`src/sv/uvp_pkg.sv`:
```
`default_nettype none
package uvp_pkg;

  localparam int SAMPLE_BITS   = 12;
  localparam int DUTY_W        = 8;
  localparam int TIMER_W       = 16;
  localparam int FAIL_W        = 8;
  localparam int CFG_IDX_W     = 3;
  localparam int CFG_DATA_W    = 16;
  localparam int IN_DATA_W     = 56;
  localparam int OUT_DATA_W    = 32;

  localparam logic [TIMER_W-1:0] STATUS_PERIOD = TIMER_W'(500);
  localparam logic [TIMER_W-1:0] TIMER_MAX     = '1;
  localparam logic [FAIL_W-1:0]  FAIL_MAX      = '1;

  typedef enum logic [1:0] {
    MODE_RUN = 2'd0,
    MODE_ERR = 2'd1,
    MODE_REC = 2'd2
  } mode_t;

  localparam logic [CFG_IDX_W-1:0] CFG_UV_A     = 3'd0;
  localparam logic [CFG_IDX_W-1:0] CFG_UV_B     = 3'd1;
  localparam logic [CFG_IDX_W-1:0] CFG_DEBOUNCE = 3'd2;
  localparam logic [CFG_IDX_W-1:0] CFG_SAMPLE   = 3'd3;
  localparam logic [CFG_IDX_W-1:0] CFG_RECOVERY = 3'd4;
  localparam logic [CFG_IDX_W-1:0] CFG_DUTY_0   = 3'd5;
  localparam logic [CFG_IDX_W-1:0] CFG_DUTY_1   = 3'd6;
  localparam logic [CFG_IDX_W-1:0] CFG_DUTY_2   = 3'd7;

  typedef logic [2:0][DUTY_W-1:0] duty_set_t;

endpackage
`default_nettype wire

```
`src/sv/undervoltage_protection_fsm.sv`:
```
// Undervoltage protection for a three-channel LED driver. Each input beat is
// one millisecond tick carrying both rail readings, an optional duty command
// and the flash hold flag; each tick produces exactly one result beat. The
// whole tick is evaluated combinationally straight into the output
// register, so the block takes one beat per cycle and the result appears in the
// cycle after acceptance; the only thing that slows input is a full output
// register whose beat is not taken. Configuration is written through the
// cfg_ port while no tick is in flight; writing a start duty also loads the
// commanded duty, and the applied duty when the block is running.
`default_nettype none
module undervoltage_protection_fsm
  import uvp_pkg::*;
(
  input  wire logic                  clk,
  input  wire logic                  rst_n,
  // tdata: rail_a_sample[11:0], rail_b_sample[23:12], cmd_valid[24],
  //        cmd_duty_0[32:25], cmd_duty_1[40:33], cmd_duty_2[48:41],
  //        flash_hold[49], zero fill[55:50]
  input  wire logic [IN_DATA_W-1:0]  in_tdata,
  input  wire logic                  in_tvalid,
  output logic                       in_tready,
  // tdata: mode_code[1:0], fault_flags[3:2], buck_on[4], drive_duty_0[12:5],
  //        drive_duty_1[20:13], drive_duty_2[28:21], status_pulse[29],
  //        zero fill[31:30]
  output logic [OUT_DATA_W-1:0]      out_tdata,
  output logic                       out_tvalid,
  input  wire logic                  out_tready,
  input  wire logic                  cfg_we,
  input  wire logic [CFG_IDX_W-1:0]  cfg_index,
  input  wire logic [CFG_DATA_W-1:0] cfg_wdata
);

  // Configuration registers.
  logic [SAMPLE_BITS-1:0] uv_a_r, uv_b_r;
  logic [FAIL_W-1:0]      debounce_r;
  logic [TIMER_W-1:0]     sample_int_r, rec_wait_r;

  // Tick state.
  mode_t              mode_r, mode_nxt;
  logic [1:0]         faults_r, faults_nxt;
  logic [FAIL_W-1:0]  fail_r, fail_nxt;
  logic [TIMER_W-1:0] samp_tmr_r, samp_tmr_nxt;
  logic [TIMER_W-1:0] stat_tmr_r, stat_tmr_nxt;
  logic [TIMER_W-1:0] rec_tmr_r, rec_tmr_nxt;
  duty_set_t          cmd_duty_r, cmd_duty_nxt;
  duty_set_t          app_duty_r, app_duty_nxt;
  logic               pend_r, pend_nxt;

  logic                  out_valid_r;
  logic [OUT_DATA_W-1:0] out_data_r, out_data_nxt;

  logic                   in_beat;
  logic [SAMPLE_BITS-1:0] rail_a, rail_b;
  logic                   cmd_valid, hold;
  duty_set_t              cmd_in;
  logic [1:0]             err;
  logic                   pulse, to_err, to_rec;
  logic [TIMER_W-1:0]     samp_inc, stat_inc, rec_inc;
  logic [FAIL_W-1:0]      fail_inc;

  assign in_tready = !out_valid_r || out_tready;
  assign in_beat   = in_tvalid && in_tready;
  assign out_tvalid = out_valid_r;
  assign out_tdata  = out_data_r;

  assign rail_a    = in_tdata[11:0];
  assign rail_b    = in_tdata[23:12];
  assign cmd_valid = in_tdata[24];
  assign cmd_in[0] = in_tdata[32:25];
  assign cmd_in[1] = in_tdata[40:33];
  assign cmd_in[2] = in_tdata[48:41];
  assign hold      = in_tdata[49];

  // A zero threshold turns its rail check off.
  assign err[0] = (uv_a_r != '0) && (rail_a < uv_a_r);
  assign err[1] = (uv_b_r != '0) && (rail_b < uv_b_r);

  assign samp_inc = (samp_tmr_r == TIMER_MAX) ? samp_tmr_r : samp_tmr_r + 1'b1;
  assign stat_inc = (stat_tmr_r == TIMER_MAX) ? stat_tmr_r : stat_tmr_r + 1'b1;
  assign rec_inc  = (rec_tmr_r == TIMER_MAX) ? rec_tmr_r : rec_tmr_r + 1'b1;
  assign fail_inc = (fail_r == FAIL_MAX) ? fail_r : fail_r + 1'b1;

  always_comb begin
    mode_nxt     = mode_r;
    faults_nxt   = faults_r;
    fail_nxt     = fail_r;
    samp_tmr_nxt = samp_tmr_r;
    stat_tmr_nxt = stat_tmr_r;
    rec_tmr_nxt  = rec_tmr_r;
    cmd_duty_nxt = cmd_duty_r;
    app_duty_nxt = app_duty_r;
    pend_nxt     = pend_r;
    pulse        = 1'b0;
    to_err       = 1'b0;
    to_rec       = 1'b0;

    if (in_beat) begin
      if (cmd_valid) begin
        cmd_duty_nxt = cmd_in;
        pend_nxt     = 1'b1;
      end
      samp_tmr_nxt = samp_inc;
      stat_tmr_nxt = stat_inc;
      rec_tmr_nxt  = rec_inc;

      case (mode_r)
        MODE_RUN: begin
          if (!hold) begin
            if (samp_inc >= sample_int_r) begin
              samp_tmr_nxt = '0;
              if (err != 2'b00) begin
                if (fail_inc >= debounce_r) begin
                  fail_nxt     = '0;
                  mode_nxt     = MODE_ERR;
                  faults_nxt   = err;
                  app_duty_nxt = '0;
                  to_err       = 1'b1;
                end else begin
                  fail_nxt = fail_inc;
                end
              end else begin
                fail_nxt = '0;
              end
            end
            if (!to_err) begin
              if (stat_inc >= STATUS_PERIOD) begin
                stat_tmr_nxt = '0;
                pulse        = 1'b1;
              end
              if (pend_nxt) begin
                app_duty_nxt = cmd_duty_nxt;
                pend_nxt     = 1'b0;
              end
            end
          end
        end
        MODE_ERR: begin
          if (samp_inc >= sample_int_r) begin
            samp_tmr_nxt = '0;
            if (err == 2'b00) begin
              mode_nxt    = MODE_REC;
              rec_tmr_nxt = '0;
              to_rec      = 1'b1;
            end
          end
          if (!to_rec && stat_inc >= STATUS_PERIOD) begin
            stat_tmr_nxt = '0;
            pulse        = 1'b1;
          end
        end
        MODE_REC: begin
          if (rec_inc >= rec_wait_r) begin
            if (err == 2'b00) begin
              mode_nxt     = MODE_RUN;
              faults_nxt   = 2'b00;
              fail_nxt     = '0;
              samp_tmr_nxt = '0;
              stat_tmr_nxt = '0;
              app_duty_nxt = cmd_duty_nxt;
            end else begin
              mode_nxt     = MODE_ERR;
              faults_nxt   = err;
              app_duty_nxt = '0;
            end
          end
        end
        default: begin
          mode_nxt = MODE_RUN;
        end
      endcase
    end else if (cfg_we) begin
      case (cfg_index)
        CFG_DUTY_0: begin
          cmd_duty_nxt[0] = cfg_wdata[DUTY_W-1:0];
          if (mode_r == MODE_RUN) app_duty_nxt[0] = cfg_wdata[DUTY_W-1:0];
        end
        CFG_DUTY_1: begin
          cmd_duty_nxt[1] = cfg_wdata[DUTY_W-1:0];
          if (mode_r == MODE_RUN) app_duty_nxt[1] = cfg_wdata[DUTY_W-1:0];
        end
        CFG_DUTY_2: begin
          cmd_duty_nxt[2] = cfg_wdata[DUTY_W-1:0];
          if (mode_r == MODE_RUN) app_duty_nxt[2] = cfg_wdata[DUTY_W-1:0];
        end
        default: begin
        end
      endcase
    end

    out_data_nxt = {2'b00, pulse, app_duty_nxt[2], app_duty_nxt[1], app_duty_nxt[0],
                    (mode_nxt != MODE_ERR), faults_nxt, mode_nxt};
  end

  always_ff @(posedge clk) begin
    if (!rst_n) begin
      uv_a_r       <= '0;
      uv_b_r       <= '0;
      debounce_r   <= FAIL_W'(3);
      sample_int_r <= TIMER_W'(100);
      rec_wait_r   <= TIMER_W'(200);
    end else if (cfg_we) begin
      case (cfg_index)
        CFG_UV_A:     uv_a_r       <= cfg_wdata[SAMPLE_BITS-1:0];
        CFG_UV_B:     uv_b_r       <= cfg_wdata[SAMPLE_BITS-1:0];
        CFG_DEBOUNCE: debounce_r   <= cfg_wdata[FAIL_W-1:0];
        CFG_SAMPLE:   sample_int_r <= cfg_wdata[TIMER_W-1:0];
        CFG_RECOVERY: rec_wait_r   <= cfg_wdata[TIMER_W-1:0];
        default: begin
        end
      endcase
    end
  end

  always_ff @(posedge clk) begin
    if (!rst_n) begin
      mode_r     <= MODE_RUN;
      faults_r   <= 2'b00;
      fail_r     <= '0;
      samp_tmr_r <= '0;
      stat_tmr_r <= '0;
      rec_tmr_r  <= '0;
      cmd_duty_r <= '0;
      app_duty_r <= '0;
      pend_r     <= 1'b0;
    end else begin
      mode_r     <= mode_nxt;
      faults_r   <= faults_nxt;
      fail_r     <= fail_nxt;
      samp_tmr_r <= samp_tmr_nxt;
      stat_tmr_r <= stat_tmr_nxt;
      rec_tmr_r  <= rec_tmr_nxt;
      cmd_duty_r <= cmd_duty_nxt;
      app_duty_r <= app_duty_nxt;
      pend_r     <= pend_nxt;
    end
  end

  always_ff @(posedge clk) begin
    if (!rst_n) begin
      out_valid_r <= 1'b0;
    end else if (in_beat) begin
      out_valid_r <= 1'b1;
    end else if (out_tready) begin
      out_valid_r <= 1'b0;
    end
  end

  always_ff @(posedge clk) begin
    if (in_beat) begin
      out_data_r <= out_data_nxt;
    end
  end

  // The LEDs are dark whenever the block sits in error.
  a_err_dark: assert property (@(posedge clk) disable iff (!rst_n)
    (mode_r == MODE_ERR) |-> (app_duty_r == '0))
    else $error("applied duty nonzero in error mode");

  // Faults are latched exactly while the block is out of the running mode.
  a_fault_mode: assert property (@(posedge clk) disable iff (!rst_n)
    (mode_r == MODE_RUN) == (faults_r == 2'b00))
    else $error("fault flags disagree with mode");

  // Recovery never broadcasts status.
  a_no_rec_pulse: assert property (@(posedge clk) disable iff (!rst_n)
    (out_valid_r && out_data_r[29]) |-> (out_data_r[1:0] != MODE_REC))
    else $error("status pulse raised in recovery");

endmodule
`default_nettype wire

```
`config.mk`:
```
export PLATFORM = sky130hd
export DESIGN_NAME = undervoltage_protection_fsm
export DESIGN_NICKNAME = d
export VERILOG_FILES = /design/src/sv/uvp_pkg.sv /design/src/sv/undervoltage_protection_fsm.sv
export SDC_FILE = /design/constraint.sdc
export NUM_CORES = 1
export LEC_CHECK = 0
export BUFFER_PORTS_ARGS = -buffer_cell sky130_fd_sc_hd__buf_2
export CORE_MARGIN = 5
export CORE_UTILIZATION = 60
export DETAILED_ROUTE_END_ITERATION = 7
export PLACE_DENSITY = 0.81
export SYNTH_ARGS = -nofsm -noshare
export SYNTH_HDL_FRONTEND = slang
export SYNTH_SLANG_ARGS = --single-unit
```
`constraint.sdc`:
```
create_clock -name clk -period 5.09 [get_ports clk]
set_input_delay 0.2545 -clock clk [delete_from_list [all_inputs] [get_ports clk]]
set_output_delay 0.2545 -clock clk [all_outputs]
set_load 0.03 [all_outputs]
```
==> impl_metrics.env <==
export IMPL_firstDrtPassIters=5
export IMPL_r2r_end="out_tdata[27]"
export IMPL_synth_area_leaders="dfxtp_1 (29%), edfxtp_1 (7.6%), ha_1 (6.9%), nand2_1 (6.8%), a21oi_1 (5.3%)"
export IMPL_fp_dieH_um=151
export IMPL_net_switching_power_w=0.00104
export IMPL_grt_antenna_before_repair=0
export IMPL_slowest_delay_ps=690
export IMPL_dp_cells=1746
export IMPL_worstPathCellList="and4_1, and2_1, nand4_1, or4_1, nand2b_2, nor2_1, xor2_1, ha_1, nand4_1, a211oi_1, or4_1, o2111ai_1, nand3_1, buf_4, nor2_1, or3_1"
export IMPL_grt_pass1_wl_mm=51.5
export IMPL_p_seq_share_pct=45.2
export IMPL_n_antenna_cell=0
export IMPL_ys_async_sr_fraction_pct=0
export IMPL_fp_dieW_um=151
export IMPL_run_status="finished clean"
export IMPL_max_freq_mhz=210
export IMPL_cts_tree="built"
export IMPL_leakage_nw=5.22
export IMPL_hold_path_class="primary input to register"
export IMPL_final_cells=1793
export IMPL_setup_violations=0
export IMPL_reg2reg_slack_ps=320
export IMPL_place_ws_ps=362
export IMPL_clock_skew_ps=5.84
export IMPL_cts_buffers=23
export IMPL_synthCells=1437
export IMPL_max_cap_violations=0
export IMPL_syn_to_final_growth_pct=12.4
export IMPL_io_pin_count=114
export IMPL_r2r_start="samp_tmr_r[3]"
export IMPL_fin_setup_tns_ps=0
export IMPL_synth_most_common_cell="nand2_1"
export IMPL_crit_arrival_ps=5020
export IMPL_fin_ws_ps=322
export IMPL_synth_top_area_cell="dfxtp_1"
export IMPL_synth_seq_cells=204
export IMPL_crit_slowest_cell="or4_1"
export IMPL_hp_start="cfg_wdata[11]"
export IMPL_path_buf_inv=1
export IMPL_syn_avg_cell_area_um2=8.28
export IMPL_clk_latency_ps=500
export IMPL_post_route_period_util_pct=93.7
export IMPL_dp_hpwl_mm=22.2
export IMPL_grt_max_degree=74
export IMPL_synth_edff_count=30
export IMPL_hold_viol=0
export IMPL_grt_pass1_vias=10300
export IMPL_ys_seq_area_share_pct=36.9
export IMPL_ir_worst_vdd_mv=0.223
export IMPL_core_um2=19500
export IMPL_p_int_w=0.00282
export IMPL_power_w=0.00386
export IMPL_tightest_slew_ps=1300
export IMPL_min_path_cells=3
export IMPL_ff2ff_path_depth=16
export IMPL_slew_violations=0
export IMPL_power_density_nw_per_um2=289
export IMPL_nets=1658
export IMPL_critPathCaptureType="register"
export IMPL_cp_top_family="simple AND/OR/NAND/NOR gates"
export IMPL_viasPerCell=6.17
export IMPL_routabilityCongestion=0.912
export IMPL_yosys_warnings=0
export IMPL_drt_iter0_drc=999
export IMPL_yosysUniqueCellTypes=85
export IMPL_clk_pin_slew_ps=60
export IMPL_avgRoutedWirePerCell_um=18.1
export IMPL_drtAntennaViolNets=0
export IMPL_switching_share_pct=27.0
export IMPL_vias=11100
export IMPL_grtUsageTotal_pct=27.8
export IMPL_drcViolationCount=0
export IMPL_clk_path_buf_depth=3
export IMPL_period_minus_slack_ps=4770
export IMPL_rows=51
export IMPL_drt_wl_total_mm=32.4
export IMPL_io_buffers=105
export IMPL_start_util_pct=61.1
export IMPL_required_ps=5340
export IMPL_drive_above_1_share_pct=15.2
export IMPL_synth_ff_type="dfxtp_1"
export IMPL_clock_sinks=204
export IMPL_die_area_um2=22700
export IMPL_crit_type="register to register"
export IMPL_yosys_top_cells_count="nand2_1 (216), dfxtp_1 (174), a21oi_1 (127), nor2_1 (127), inv_1 (76)"
export IMPL_cp_max_fo=14
export IMPL_cts_max_level=1
export IMPL_hold_end="uv_b_r[11]"
export IMPL_cts_root_buffer="clkbuf_16"
export IMPL_synth_area_um2=11900
export IMPL_combPwrFrac_pct=13.2
export IMPL_slew_headroom_pct=13.1
export IMPL_p_clk_share_pct=41.7
export IMPL_post_synth_top_area_fraction_pct=29.3
export IMPL_startpoint_type="register"
export IMPL_rsz0062_at_grt="false"
export IMPL_overflow=0
-- metrics by stage --
| stage | util, % | cell area, µm² | hold slack [ps] |
|---|---|---|---|
| after detailed placement | 64.6 | 12600 | 447 |
| after global routing | 68.7 | 13400 | 72.7 |
| after global placement | 64.6 | 12600 | 442 |
| final | 68.7 | 13400 | 70.4 |
| after CTS | 68.5 | 13300 | 59.4 |
| after floorplan | - | 11900 | 384 |
-- sequential cells by signal (all words and copies together) (netlist names) --
register      count
uv_b_r           12
sample_int_r     16
stat_tmr_r       16
fail_r            8
cmd_duty_r       24
pend_r            1
app_duty_r       24
rec_wait_r       16
rec_tmr_r        16
samp_tmr_r       16
debounce_r        8
out_tdata        30
faults_r          2
uv_a_r           12
out_tvalid        1
mode_r            2
-- cells by family (layout without fill, tap and decap cells) --
family,count (synthesis),after routing,synth area share [%]
other cells,1,2,0.0315
mux,65,65,5.81
flops,204,204,36.9
fa+ha+maj,66,66,6.94
xor+xnor,34,34,2.50
simple gates,578,578,23.6
compound gates,331,331,19.1
buf+inv,158,248,5.24
-- what timing repair did --
| action | in CTS | in global routing |
|---|---|---|
| resized for setup | 0 | 3 |
| hold buffers | 5 | 0 |
| setup endpoints to repair | 0 | 37 |
| endpoints found under the hold margin | 8 | 0 |
| setup buffers | 0 | 1 |
-- placed cells by master (no fill, tap or decap), types with 8 or more instances in the layout --
master     synthesis  layout
a211oi_1          29      29
a21oi_1          127     127
a22o_1            15      15
a2bb2oi_1         10      10
and2_1            22      22
and3_1            11      11
buf_2              9     105
buf_4              3      18
clkbuf_16          0      23
clkinv_2           0       8
dfxtp_1          174     174
edfxtp_1          30      30
ha_1              66      66
inv_1             76      76
mux2_2            31      31
mux2i_1           33      33
nand2_1          216     214
nand2b_1          15      15
nand3_1           61      61
nand4_1           26      26
nor2_1           127     127
nor2b_1           10      10
nor3_1            19      19
nor3_2            10      10
nor4_1            15      15
o211ai_1          11      11
o21ai_0           35      35
o221ai_1          13      13
o31a_1             8       8
or3_1             10      10
xnor2_1           23      23
xor2_1            11      11
-- layout make-up --
type / count / area [µm²]
Tap cell: 265 / 332
Multi-Input combinational cell: 1076 / 6910
Clock buffer: 31 / 646
Timing Repair Buffer: 128 / 711
Inverter: 79 / 300
Clock inverter: 10 / 77.6
Fill cell: 1604 / 6100
Sequential cell: 204 / 4380
-- power groups by stage --
stage               logic, W  registers, W  clock network (W)
detailed placement  0.000495       0.00178                  0
floorplan           0.000311       0.00181                  0
global route        0.000553       0.00175            0.00170
finish              0.000508       0.00174            0.00161
CTS                 0.000501       0.00174            0.00162
global placement    0.000481       0.00178                  0
-- layer usage --
layer / wire, µm / GRT usage (%) / part of all wire, % / up-vias
li1: - / - / - / 5296
met1: 13400 / 36.7 / 41 / 5196
met2: 15500 / 47.2 / 48 / 474
met3: 2490 / 3.77 / 7.7 / 95
met4: 1040 / 8.98 / 3.2 / 0
met5: 0 / 0 / 0 / -
-- worst max path at each step --
stage | start | end | slack, ps | cells past startpoint
after floorplan | samp_tmr_r[3] | stat_tmr_r[0] | 910 | 17
after global placement | samp_tmr_r[3] | stat_tmr_r[5] | 470 | 18
after detailed placement | samp_tmr_r[3] | stat_tmr_r[5] | 360 | 18
after CTS | samp_tmr_r[3] | stat_tmr_r[9] | 310 | 18
after global routing | rec_tmr_r[4] | out_tdata[16] | 50 | 15
final | samp_tmr_r[3] | out_tdata[27] | 320 | 16
-- worst register-to-register path: stages, from the launching register on --
cell       delay [ps]
dfxtp_1           460
and4_1            270
and2_1            210
nand4_1           240
or4_1             690
nand2b_2          190
nor2_1             80
xor2_1            160
ha_1              330
nand4_1           160
a211oi_1          370
or4_1             230
o2111ai_1         250
nand3_1           170
buf_4             260
nor2_1             90
or3_1             360
(Power assumes the default switching activity.)
